<file path="config.mk">
export PLATFORM = sky130hd
export DESIGN_NAME = lumi_ram
export DESIGN_NICKNAME = d
export VERILOG_FILES = /design/src/lumi_ram.sv
export SDC_FILE = /design/constraint.sdc
export NUM_CORES = 2
export LEC_CHECK = 0
export BUFFER_PORTS_ARGS = -buffer_cell sky130_fd_sc_hd__buf_2
export CORE_MARGIN = 3
export CORE_UTILIZATION = 45
export DETAILED_ROUTE_END_ITERATION = 7
export SYNTH_ARGS = -nofsm -noshare
export SYNTH_HDL_FRONTEND = slang
export SYNTH_SLANG_ARGS = --single-unit
</file>
<file path="constraint.sdc">
create_clock -name i_clk -period 4.8 [get_ports i_clk]
set_clock_uncertainty 0.2 [all_clocks]
set_input_delay 0.48 -clock i_clk [delete_from_list [all_inputs] [get_ports i_clk]]
set_output_delay 0.48 -clock i_clk [all_outputs]
set_load 0.02 [all_outputs]
</file>
<file path="src/lumi_ram.sv">
// Generic single-write, single-read synchronous RAM with registered read data.
`default_nettype none
module lumi_ram #(
    parameter int WIDTH = 32,
    parameter int DEPTH = 64
) (
    input  wire logic                     i_clk,
    input  wire logic                     i_we,
    input  wire logic [$clog2(DEPTH)-1:0] i_waddr,
    input  wire logic [WIDTH-1:0]         i_wdata,
    input  wire logic [$clog2(DEPTH)-1:0] i_raddr,
    output logic      [WIDTH-1:0]         o_rdata
);

    logic [WIDTH-1:0] r_mem [DEPTH];

    always_ff @(posedge i_clk) begin
        if (i_we) begin
            r_mem[i_waddr] <= i_wdata;
        end
        o_rdata <= r_mem[i_raddr];
    end

endmodule
`default_nettype wire

</file>
==> results.toml <==
[run_status]
status = "completed"

[synthesis]
synth-main-ff-cell = "edfxtp_1"
synth_seq_area_share = 0.791
avgSynthCellArea_um2 = 23.6
synthCells = 3324
synth_fp_nets = 3370
synth_edf_count = 2048
synth_area_um2 = 78500
synthArstFlopShare = 0
yosysWarnings = 0
yosys-top-cells-area = "edfxtp_1, mux4_2, mux2i_1"
yosys.area.top_type = "edfxtp_1"
synth_top_area_frac = 0.783
synth_seq_cells = 2080
ys_types = 34

[sta]
slew_violations = 0
maxSlewHeadroom = 0.0321
setup_tns_ns = 0
fin_ws_ns = 1.67
worst_pin_slew_ns = 1.45
finalSetupViolations = 0
clock.fmax_mhz = 320
finalCriticalPeriod_ns = 3.13
hold_viol = 0
rsz0062_at_grt = "no"
period_share = 0.651

[critical_path]
reg2reg_to = "o_rdata[24]$_DFF_P_"
arrival_ns = 3.58
reg2regPathDepth = 4
crit_type = "in2reg"
worst_ep_required_time_ns = 5.26
r2r-start = "r_mem[23][24]$_DFFE_PP_"
rrSetupSlack_ns = 2.17
crit_path_end_kind = "register"
critPathMaxFanout = 43
worst_setup_path_start_kind = "primary input"

[routing]
antenna_left = 0
drt_wl_total_um = 202000
via_per_inst = 6.09
firstDrtPassIters = 5
drc_errors = 0
vias = 37000
drt-initial-drc-count = 4334
post_drt_wl_per_cell_um = 33.3

[grt]
antenna_found_initial = 5
grt_max_degree = 91
grt_overflow = 0
grt_pass1_wl_um = 287000
track_usage = 0.226
grt_pass1_vias = 37300

[cts]
ctsHoldBuffers = 0
clk_pin_slew_ns = 0.06
cts_resized = 0
cts_made_buffers = 206
cts_tree = "built"
post_cts_buffers = 0
clk_latency_ns = 0.84
cts.sinks = 2080
clk_path_buf_depth = 3
cts-root-buf = "clkbuf_16"
cts.htree.levels = 4

[power_and_ir_drop]
power.net_switching_mw = 7.97
p_leak_nw = 27.9
pwr-share-clk = 0.418
swShare = 0.210
ir_worst_vdd_v = 0.000370
p_per_area_nw_per_um2 = 422
power_frac_seq = 0.533
power.internal_mw = 29.9
combinationalPowerShare = 0.049

[die]
core.rowCount = 152
die-height_um = 424
core_region_area_um2 = 172000
die_x_um = 424
start_util = 0.455
ioPinCount = 78
dieArea_um2 = 180000

[placement]
post-place-cells = 5693
place_area_um2 = 83000
gp_congestion = 0.784
port_buffers = 77
dpl.hpwl_um = 113000
dp_slack_ns = 0.789

[final_layout]
drive_above_1_share = 0.304
finalInstanceArea_um2 = 89700
layout_commonest_cell = "edfxtp_1"
syn2layout_area_growth_pct = 14.2
finalNonFillerCells = 6076
final_cell_mix = "edfxtp_1, mux4_2, clkbuf_16"
nets = 3637

[min_path]
min_to = "r_mem[15][26]$_DFFE_PP_"
holdPathStages = 2
hp-class = "in2reg"
hold_path.startpoint = "i_wdata[26]"

[job]
cap_violations = 0
==> metrics by stage <==
step / hold slack, ns / power [mW] / util
after global placement: 0.608 / 22.4 / 0.481
final: 0.135 / 37.9 / 0.520
after floorplan: 0.379 / 21.6 / -
after detailed placement: 0.592 / 22.5 / 0.481
after global routing: 0.105 / 39.0 / 0.520
after CTS: 0.0683 / 38.2 / 0.520
==> how the worst max path moves through the flow <==
stage / startpoint / to / depth (start not counted)
final: i_raddr[0] / o_rdata[24]$_DFF_P_ / 7
after global routing: i_raddr[0] / o_rdata[24]$_DFF_P_ / 7
after CTS: i_raddr[0] / o_rdata[24]$_DFF_P_ / 7
after detailed placement: i_raddr[0] / o_rdata[24]$_DFF_P_ / 7
after global placement: i_raddr[0] / o_rdata[24]$_DFF_P_ / 7
after floorplan: i_waddr[3] / r_mem[48][0]$_DFFE_PP_ / 4
==> logic make-up (layout without fill, tap and decap cells) <==
family,Yosys count,after routing,synth area share
AOI/OAI and AO/OA,202,202,0.0167
DFF,2080,2080,0.791
muxes,637,637,0.168
and+or+nand+nor,223,223,0.0127
buffers and inverters,182,621,0.0113
other,0,3,0
==> registers in the layout, indices dropped and copies added, names as in the netlist <==
signal / flops
o_rdata: 32
r_mem: 2048
==> worst max-delay path: stages <==
cell,delay (ns)
buf_8,0.48
buf_12,0.30
buf_4,0.25
mux4_2,0.52
mux4_2,0.52
o22ai_1,0.65
nor2_1,0.21
==> power by group through the flow <==
stage,Sequential [mW],Clock [mW],Combinational (mW)
after floorplan,20.6,0,0.978
after global placement,20.6,0,1.87
after detailed placement,20.6,0,1.89
after CTS,20.2,16.1,1.89
after global routing,20.2,16.8,1.97
final,20.2,15.8,1.86
==> layer usage <==
metal / track usage / vias up / share of wire
met5: 0 / - / 0.00012
met4: 0.0558 / 4 / 0.022
met3: 0.0379 / 251 / 0.069
met2: 0.361 / 1550 / 0.49
met1: 0.330 / 20400 / 0.42
li1: - / 14800 / -
==> cells in the mapped netlist, types with 4 or more instances <==
cell and number:
buf_1 21, edfxtp_1 2048, buf_6 5, a21oi_1 62
nand2_1 26, nor2_1 137, nand3b_1 5, nor3_1 7
nor2b_1 15, clkbuf_1 74, nand3_1 5, and3_1 4
mux4_2 544, a311oi_1 8, o22ai_1 84, a41o_1 4
buf_4 25, nand2b_1 8, dfxtp_1 32, o221ai_1 27
buf_2 57, mux2i_1 93, a22oi_1 12, o32ai_1 4
==> cell type report <==
type	instances	area (um2)
antenna	3	7.51
multi-input combinational	1062	16000
clock inverter	98	991
fill	13300	82800
timing repair buffer	241	2000
clock buffer	282	5650
tap	2310	2890
sequential	2080	62100
(Power assumes the default switching activity.)
