[src/lumi_pkg.sv]
// Shared constants, types and fixed-point helpers for the LU matrix inverse block.
`default_nettype none
package lumi_pkg;

    localparam int MAX_ORDER_DEF = 8;
    localparam logic [3:0] SIZE_AT_RESET = 4'd3;
    localparam int Q_W = 32;
    localparam int DIV_STEPS = 48;

    typedef logic signed [Q_W-1:0] t_q;

    localparam t_q Q_ONE = 32'sh0001_0000;
    localparam t_q Q_MAX = 32'sh7FFF_FFFF;
    localparam t_q Q_MIN = 32'sh8000_0000;

    // Floor shift of a full product by 16, then clamp to the Q16.16 range.
    function automatic t_q sat_prod(input logic signed [63:0] p);
        logic signed [63:0] s;
        s = p >>> 16;
        if (s > 64'sh0000_0000_7FFF_FFFF) begin
            return Q_MAX;
        end else if (s < -64'sh0000_0000_8000_0000) begin
            return Q_MIN;
        end else begin
            return s[31:0];
        end
    endfunction

    // Exact difference, clamped to the Q16.16 range.
    function automatic t_q sat_sub(input t_q a, input t_q b);
        logic signed [32:0] d;
        d = 33'(a) - 33'(b);
        if (d[32] != d[31]) begin
            return d[32] ? Q_MIN : Q_MAX;
        end else begin
            return d[31:0];
        end
    endfunction

endpackage
`default_nettype wire

[src/lumi_div.sv]
// Bit-serial Q16.16 divider: one quotient bit per cycle, truncating, saturated.
`default_nettype none
module lumi_div (
    input  wire logic          i_clk,
    input  wire logic          i_rst_n,
    input  wire logic          i_start,
    input  wire lumi_pkg::t_q  i_num,
    input  wire lumi_pkg::t_q  i_den,
    output logic               o_done,
    output lumi_pkg::t_q       o_quot
);

    localparam int NW = lumi_pkg::DIV_STEPS;
    localparam int CNT_W = $clog2(NW);

    logic             r_busy;
    logic             r_fin;
    logic [CNT_W-1:0] r_cnt;
    logic [31:0]      r_rem;
    logic [NW-1:0]    r_num;
    logic [31:0]      r_den;
    logic             r_neg;
    logic [31:0]      mag_n;
    logic [31:0]      mag_d;
    logic [32:0]      rem_sh;
    logic [33:0]      diff;
    logic             ge;

    assign mag_n  = i_num[31] ? 32'(-i_num) : 32'(i_num);
    assign mag_d  = i_den[31] ? 32'(-i_den) : 32'(i_den);
    assign rem_sh = {r_rem, r_num[NW-1]};
    assign diff   = {1'b0, rem_sh} - {2'b00, r_den};
    assign ge     = !diff[33];

    always_ff @(posedge i_clk) begin
        if (!i_rst_n) begin
            r_busy <= 1'b0;
            r_fin  <= 1'b0;
            o_done <= 1'b0;
            r_cnt  <= '0;
        end else begin
            o_done <= 1'b0;
            r_fin  <= 1'b0;
            if (i_start) begin
                r_busy <= 1'b1;
                r_cnt  <= '0;
            end else if (r_busy) begin
                r_cnt <= r_cnt + 1'b1;
                if (r_cnt == CNT_W'(NW - 1)) begin
                    r_busy <= 1'b0;
                    r_fin  <= 1'b1;
                end
            end
            if (r_fin) begin
                o_done <= 1'b1;
            end
        end
    end

    always_ff @(posedge i_clk) begin
        if (i_start) begin
            r_num <= {mag_n, 16'h0000};
            r_den <= mag_d;
            r_rem <= '0;
            r_neg <= i_num[31] ^ i_den[31];
        end else if (r_busy) begin
            r_rem <= ge ? diff[31:0] : rem_sh[31:0];
            r_num <= {r_num[NW-2:0], ge};
        end
        if (r_fin) begin
            if (r_neg) begin
                o_quot <= (r_num > NW'(64'h8000_0000)) ? lumi_pkg::Q_MIN
                                                       : 32'(-r_num);
            end else begin
                o_quot <= (r_num > NW'(64'h7FFF_FFFF)) ? lumi_pkg::Q_MAX
                                                       : r_num[31:0];
            end
        end
    end

endmodule
`default_nettype wire

[config.mk]
export PLATFORM = sky130hd
export DESIGN_NAME = lumi_div
export DESIGN_NICKNAME = d
export VERILOG_FILES = /design/src/lumi_pkg.sv /design/src/lumi_div.sv
export SDC_FILE = /design/constraint.sdc
export NUM_CORES = 1
export LEC_CHECK = 0
export ABC_CLOCK_PERIOD_IN_PS = 5370
export BUFFER_PORTS_ARGS = -buffer_cell sky130_fd_sc_hd__clkbuf_2
export CAP_MARGIN = 40
export CORE_UTILIZATION = 55
export DETAILED_ROUTE_END_ITERATION = 12
export PLACE_DENSITY = 0.75
export SYNTH_ARGS = -nofsm -noshare
export SYNTH_HDL_FRONTEND = slang
export SYNTH_SLANG_ARGS = --single-unit
[constraint.sdc]
create_clock -name i_clk -period 5.37 [get_ports i_clk]
set_input_delay 0.8055 -clock i_clk [delete_from_list [all_inputs] [get_ports i_clk]]
set_output_delay 0.8055 -clock i_clk [all_outputs]
set_load 0.1 [all_outputs]
==> results by stage, run 1 <==
Placed design:
- The cell total after placement is 1332.
- Before CTS, the worst setup slack after placement is 1792 ps.
- The count of buffers inserted at the top-level ports is 99.
- The wire-length estimate of the detail-placed layout is 14780 µm.
- The final weighted congestion in routability-driven placement is 0.9204.

Global route:
- The first-pass GRT wire length is 34130 µm.
- The total overflow left after global routing is 0.
- The via count of the first global-routing pass is 7123.
- The number of antenna violations at the first check in global routing is 0.
- The aggregate global-route resource usage is 23.50%.
- Entering global routing, the biggest net connects 51 pins.

Die:
- The die is 134.7 µm tall.
- The number of I/O pins is 100.
- In this run the horizontal extent of the chip is 134.7 µm.
- The initial core utilization is 56.18%.
- The total die area is 18140 µm².
- After floorplanning, the core was divided into 48 placement rows.
- The floorplan step defined a core boundary enclosing 17240 µm².

Setup path:
- STA classifies the critical path endpoint as a register.
- The maximum fanout along the worst path is 5.
- The launching element type of the critical path is a register.
- The setup path with the least slack is of type register to register.
- The critical path data required time is 5550 ps.
- The number of cell instances on the worst register-to-register path is 10.
- For the worst setup path, the data arrival time is 3570 ps.

Logic synthesis:
- The fraction of synthesis flops using an asynchronous set or reset pin is 0%.
- Counting flops and latches in the post-synthesis netlist gives 154.
- Each instance of the synthesized netlist takes up on average 9.197 µm².
- The Yosys step of the flow raised 0 warnings.
- The portion of the post-synthesis area used by sequential elements is 41.86%.
- The number of synthesized flops with an enable pin is 97.
- The distinct cell type count of the synthesized netlist is 66.
- The primary flip-flop cell chosen by synthesis mapping is edfxtp_1.
- The number of nets in the synthesized netlist is 1157.
- The instance count of the mapped netlist is 1053.
- The total standard cell area after synthesis is 9684 µm².

Layout:
- The number of antenna diodes in the final layout is 0.
- The net count reported at finish is 1230.
- In the final layout, the multi-input gates occupy 5181 µm².
- In the layout the commonest cells are nand2_1 (109), clkbuf_2 (98), edfxtp_1 (97), nor2_1 (95), o21ai_0 (88).
- Counting the fill cells in the layout gives 1470.
- The share of layout cells above drive strength 1 is 14.22%.
- The leading cell type in the layout, fill and taps excluded is nand2_1.
- In the final layout, flip-flops and latches occupy 4055 µm².
- The area overhead of the layout relative to synthesis is 12.38%.
- The number of standard cells in the layout, taps in and fillers out is 1364.

Clocking:
- After clock tree synthesis, the clock-pin slew on the worst setup and hold paths is 70 ps.
- The number of sinks driven by the clock tree is 154.
- The total number of H-tree levels is 4.
- Buffers inserted to repair hold after CTS numbered 0.
- The TritonCTS buffer count is 17.
- In this run the deepest clock path goes through 2 buffers.
- The number of setup buffers added after CTS is 0.
- CTS placed an instance of clkbuf_16 at the clock tree root.
- The clock latency at the later pin of the worst-skew pair is 430 ps.
- The post-cts resize count is 0.
- TritonCTS built the clock tree.

STA:
- The final setup violation count is 0.
- The share of the cycle needed by the critical path after routing is 63.08%.
- Setup slack closes at 1983 ps.
- The smallest clock period supported by the final layout is computed as 3387 ps.
- Setup repair after global routing left no endpoint under its margin.
- At the pin with the least slew margin, the transition time is 898.9 ps.
- The achievable frequency is 0.2952 GHz.
- The number of hold violations in the final report is 0.
- The number of pins with negative max-slew slack in the final report was 0.
- Setup total negative slack on the finished layout was measured at 0 ps.
- Headroom to the max-slew limit came out at 40.08%.
- Between clock sinks in the finished design, the worst skew comes to 9.085 ps.

Min path:
- Along the worst hold path, the cell count comes to 1.
- The type of the worst min-delay path is register to register.

Detailed routing:
- The routed layout has 7998 vias.
- The met3 wirelength from detailed routing is 996 µm.
- The remaining design rule violation count is 0.
- The number of iterations in the first detailed-routing pass is 6.
- Summed over all nets, wire length on met2 after detailed routing comes to 10010 µm.
- The wire length after detailed routing is 20720 µm.
- In this run, the number of DRC markers left after iteration 0 of detailed routing was 579.
- The uppermost metal layer occupied by signal nets is met4.
- In the final routed layout, each cell accounts on average for 15.19 µm.
- In the final routing, the length of wire on met1 measures 9323 µm.
- In the routed layout, each cell is associated on average with a via count of 5.864.
- Once detail routing completed, the nets flagged for antenna violations numbered 0.

Power:
- The static leakage is 4.383 nW.
- Overall power consumption after layout is estimated at 0.003282 W.
- The worst supply voltage drop on vdd is 0.2568 mV.
- The power per unit of standard cell area is 301.6 nW/µm².

Status:
- The run finished with clean final reports.

Run:
- Across the run, the number of max-cap violations was 0.
-- registers in the layout (all words and copies together) (netlist names) --
signal and count:
r_fin 1, r_busy 1, r_neg 1, o_done 1
r_den 32, r_num 48, r_cnt 6, o_quot 32
r_rem 32
-- synth_stat cells (all sizes together), types with 3 or more instances --
library cell  count  share of area (%)
o21ai            89                4.6
a211oi           32                2.5
a31o              4               0.36
or2               5               0.32
a21oi            33                1.7
nand2b            5               0.32
xnor2            47                4.3
mux2i            45                4.7
o21a              6               0.47
a21o             17                1.3
nor3             26                1.3
inv              61                2.4
a211o            10               0.90
o31ai            21                1.6
clkbuf           44                1.7
nor4             11               0.84
buf               9               0.59
xor2             43                3.9
nand4            13               0.84
edfxtp           97                 30
a31oi             6               0.39
nor2b            10               0.65
o211ai            3               0.23
nand3            17               0.88
nand2           109                4.2
or3              11               0.83
dfxtp            57                 12
nor2             96                3.7
nand3b            3               0.23
o41ai            11               0.99
or4              14                1.2
and3              8               0.52
and2              3               0.19
nor3b             5               0.44
ha               36                4.7
o311ai           22                2.0
-- through the flow --
stage	util (%)	area [µm²]	hold WS (ps)
2_1_floorplan	-	9684	458.4
3_3_place_gp	59.74	10300	449.5
3_5_place_dp	59.90	10320	456.2
4_1_cts	63.14	10880	472.5
5_1_grt	63.14	10880	503.7
6_report	63.14	10880	469.9
-- worst paths after layout --
check | slack, ps | end | startpoint
max | 1980 | o_quot[28]$_DFFE_PP_ | r_num[0]$_SDFFE_PP0P_
min | 470 | o_done$_SDFF_PN0_ | r_fin$_SDFF_PP0_
max reg2reg | 1980 | o_quot[28]$_DFFE_PP_ | r_num[0]$_SDFFE_PP0P_
min reg2reg | 470 | o_done$_SDFF_PN0_ | r_fin$_SDFF_PP0_
-- critical path: stages (launching register included) --
cell and delay (ps):
dfxtp_1 350, inv_1 100, ha_1 200, nor3b_2 230, nand2_1 170, or4_4 590
or4_4 520, or3_4 380, nor4b_4 250, nor3_1 80, a211o_1 300
-- where the power goes --
| group | switching, W | total [W] | internal, W |
|---|---|---|---|
| logic | 0.000407 | 0.000710 | 0.000303 |
| registers | 0.0000730 | 0.00143 | 0.00136 |
| clock network | 0.000515 | 0.00114 | 0.000628 |
-- cell families after synthesis --
kind of cell / count (synthesis) / synth area share, %
and+or+nand+nor: 343 / 17.33
DFF: 154 / 41.86
adders and majority gates: 37 / 4.858
AOI/OAI and AO/OA: 270 / 18.50
muxes: 45 / 4.651
buffers and inverters: 114 / 4.664
xor gates and xnor gates: 90 / 8.139
-- layout make-up --
| class | count | area share (%) |
|---|---|---|
| repair buffers | 107 | 5.312 |
| clock buffers | 18 | 4.139 |
| clock inverters | 14 | 0.9887 |
| multi-input cells | 785 | 47.61 |
| inverters | 61 | 2.104 |
| flip-flops and latches | 154 | 37.26 |
| well taps | 225 | 2.587 |
-- per-layer routing --
layer | track usage, % | vias to the layer above
li1 | - | 4013
met1 | 30.48 | 3704
met2 | 40.01 | 248
met3 | 3.378 | 33
met4 | 8.302 | 0
met5 | 0 | -
Power figures use the tool's default switching activity.
==> run 2: changes to the inputs <==
--- a/config.mk
+++ b/config.mk
@@ -5,12 +5,12 @@
 export SDC_FILE = /design/constraint.sdc
 export NUM_CORES = 1
 export LEC_CHECK = 0
-export ABC_CLOCK_PERIOD_IN_PS = 5370
+export ABC_CLOCK_PERIOD_IN_PS = 2770
 export BUFFER_PORTS_ARGS = -buffer_cell sky130_fd_sc_hd__clkbuf_2
 export CAP_MARGIN = 40
-export CORE_UTILIZATION = 55
+export CORE_UTILIZATION = 54
 export DETAILED_ROUTE_END_ITERATION = 12
-export PLACE_DENSITY = 0.75
+export PLACE_DENSITY = 0.77
 export SYNTH_ARGS = -nofsm -noshare
 export SYNTH_HDL_FRONTEND = slang
 export SYNTH_SLANG_ARGS = --single-unit
==> constraint.sdc (replaced) <==
create_clock -name i_clk -period 2.77 [get_ports i_clk]
set_input_delay 0.4155 -clock i_clk [delete_from_list [all_inputs] [get_ports i_clk]]
set_output_delay 0.4155 -clock i_clk [all_outputs]
set_load 0.1 [all_outputs]
==> run 2 against run 1 <==
The flow now finishes with violations (setup timing). Largest cell class unchanged. Die area rose by 1.8%. Via count increased by 17%. Sequential share of layout area decreased by 6.1 points.
==> results by stage, run 2 (synthesis results as in run 1) <==
Global route:
- The maximum number of pins on one net before global-route repair is 48 (-5.9%).
- The aggregate global-route resource usage was 28.05% (+4.6 points).
- The total congestion overflow after global routing came to 0 (unchanged).
- The number of antenna violations at the first check in global routing is 0 (unchanged).
- The first-pass GRT wire length was 40790 µm (+19%).
- The via count of the first global-routing pass is 8512 (+20%).

Die:
- The core box area is 17420 µm² (+1.0%).
- The cell row count is 48 (unchanged).
- The die boundary height came to 135.9 µm (+0.91%).
- The width of the chip is 135.9 µm (+0.91%).
- The number of I/O pins came to 100 (unchanged).
- The total die area is 18470 µm² (+1.8%).
- The initial core utilization is 55.60% (-0.58 points).

Setup path:
- The cell type with the highest occurrence count on the critical path is buf_4.
- Walking the worst path, the cells encountered are ha_4 > buf_4 > nor2b_4 > o21ai_2 > o21ai_1 > a21o_1 > a21oi_2 > a311o_1 > o211ai_1 > buf_4 > buf_6 > buf_16 > mux2i_4 > a211oi_2.
- The worst setup path is launched from a register.
- The sort of element at the end of the critical path is a register.
- The critical path data required time is 3060 ps (-2490 ps).
- The arrival time of data at the critical path endpoint is 3370 ps (-200 ps).
- The critical path class is register to register.
- The delay contributed by the slowest stage of the critical path is 440 ps (-150 ps).
- The maximum fanout along the worst path is 5 (unchanged).
- The largest individual stage delay along the critical path comes from the cell edfxtp_1.

Clocking:
- The number of sinks driven by the clock tree is 154 (unchanged).
- The number of buffers added to fix hold violations after cts was 0 (unchanged).
- The tree is rooted in a clkbuf_16.
- The TritonCTS clock tree is done.
- The TritonCTS buffer count is 17 (unchanged).
- The clock latency at the later pin of the worst-skew pair is 430 ps (about the same).
- The worst-case clock buffer depth was 2 (unchanged).
- The clock input transition at the sequential cells of the worst setup and hold paths was 60 ps (about the same).
- The total number of H-tree levels is 4 (unchanged).

STA:
- Setup repair after global routing could not meet its margin everywhere.
- The maximum clock skew at final layout is 6.970 ps (-2.115 ps).
- The number of pins with negative max-slew slack in the final report is 0 (unchanged).
- The achievable frequency is 0.3246 GHz (+10%).
- The remaining max-slew budget at the tightest pin is 57.71% (+18 points).
- The final setup violation count is 36 (+36).
- The share of the cycle needed by the critical path after routing was 111.2% (+48 points).
- The worst-case setup margin in the final layout came to -310.4 ps (-2293 ps).
- The actual slew at the worst max-slew pin was 634.3 ps (-264.5 ps).
- The total negative slack for setup checks was -7289 ps (-7289 ps).
- The number of hold violations in the final report is 0 (unchanged).
- The final critical delay including setup and external delays is 3080 ps (-307.1 ps).

Detailed routing:
- The post-detailed-route wirelength per cell is 18.05 µm (+19%).
- The count of nets left with antenna violations after detail routing came to 0 (unchanged).
- The wire length after detailed routing is 27750 µm (+34%).
- The first-iteration detailed-routing DRC count came to 686 (+18%).
- The routed via count divided by cell count is 6.086 (+3.8%).
- The number of iterations in the first detailed-routing pass came to 6 (unchanged).
- The remaining design rule violation count came to 0 (unchanged).
- The detailed-route via count is 9354 (+17%).

Layout:
- Counting flops per register, the top entry is r_num.
- The share of layout cells above drive strength 1 is 32.24% (+18 points).
- The number of filler cells placed in the layout came to 1136 (-23%).
- The area overhead of the layout relative to synthesis is 34.59%.
- The net count reported at finish is 1403 (+14%).
- In the layout the commonest cells are buf_4 (163), nand2_1 (108), clkbuf_2 (98), edfxtp_1 (97), nor2_1 (93).
- The core occupancy in the finished layout is 74.83% (+12 points).
- The leading cell type in the layout, fill and taps excluded is buf_4.
- The diode insertion count for antenna repair is 0 (unchanged).
- The flip-flop count of the largest register, all copies and words added is 48 (unchanged).
- The area of the multi-input gates is 5814 µm² (+12%).
- The register area is 4058 µm² (about the same).
- The number of standard cells in the layout, taps in and fillers out was 1537 (+13%).

Power:
- The static leakage is 5.399 nW (+23%).
- The worst supply voltage drop on vdd is 0.5189 mV (+100%).
- The power per unit of standard cell area is 561.6 nW/µm² (+86%).
- The total power after layout is 0.007320 W (+120%).

Status:
- The flow ran to the end, but the final reports show violations.
- The checks that failed: setup timing.

Placed design:
- The placed wire-length estimate came to 16740 µm (+13%).
- The cell total after placement is 1475 (+11%).
- The final weighted congestion in routability-driven placement is 0.8964 (-2.6%).
- The pre-CTS setup slack came to -248.5 ps (-2041 ps).
- The count of buffers inserted at the top-level ports is 99 (unchanged).

Run:
- The max-cap violation count is 0 (unchanged).

Min path:
- The min-delay analysis places its worst path in the category input pin to register.
==> run 2: where the power goes <==
group	leakage, nW	internal (W)	switching, W	total, W
combinational	3.69	0.00102	0.00112	0.00215
sequential	1.41	0.00263	0.000123	0.00275
clock	0.294	0.00147	0.000953	0.00242
==> run 2: metrics by stage <==
step | instance area (µm²) | hold WS (ps)
after floorplan | 9731 | 458.4
after global placement | 11430 | 473.5
after detailed placement | 11450 | 484.8
after CTS | 12390 | 264.4
after global routing | 13030 | 260.9
final | 13030 | 271.7
==> run 2: worst paths after layout <==
path | startpoint | to | slack, ps | cells past startpoint
setup reg to reg | r_den[0]$_DFFE_PP_ | r_rem[10]$_SDFFE_PP0P_ | -310 | 14
setup / recovery | r_den[0]$_DFFE_PP_ | r_rem[10]$_SDFFE_PP0P_ | -310 | 14
hold / removal | i_rst_n | r_busy$_SDFF_PN0_ | 270 | 2
hold reg to reg | r_rem[31]$_SDFFE_PP0P_ | r_rem[31]$_SDFFE_PP0P_ | 490 | 2
==> run 2: what timing repair did <==
action                                  4_1_cts  5_1_grt
setup buffers                                 8       13
cloned                                        5        5
endpoints found under the setup margin       45       62
pin swaps                                    29       42
resized for setup                            40      108
==> run 2: layer usage <==
metal  track usage, %  vias to the layer above  routed length (µm)
li1                 -                     4375                   -
met1            33.88                     4451               11000
met2            49.23                      420               14070
met3            4.698                      108                1552
met4            11.73                        0                1124
met5                0                        -                   0
==> run 2: layout make-up <==
class	instances	share of cell area [%]
tap	225	2.160
clock buffer	21	3.542
timing repair buffer	278	15.68
inverter	61	1.757
multi-input combinational	787	44.61
clock inverter	11	1.123
sequential	154	31.13
==> run 2: critical path: cells and delay by family, from the launching register on <==
family	cells	cell delay, ps
buf+inv	4	580
simple gates	1	100
mux	1	230
flops	1	440
compound gates	7	1380
fa+ha+maj	1	210
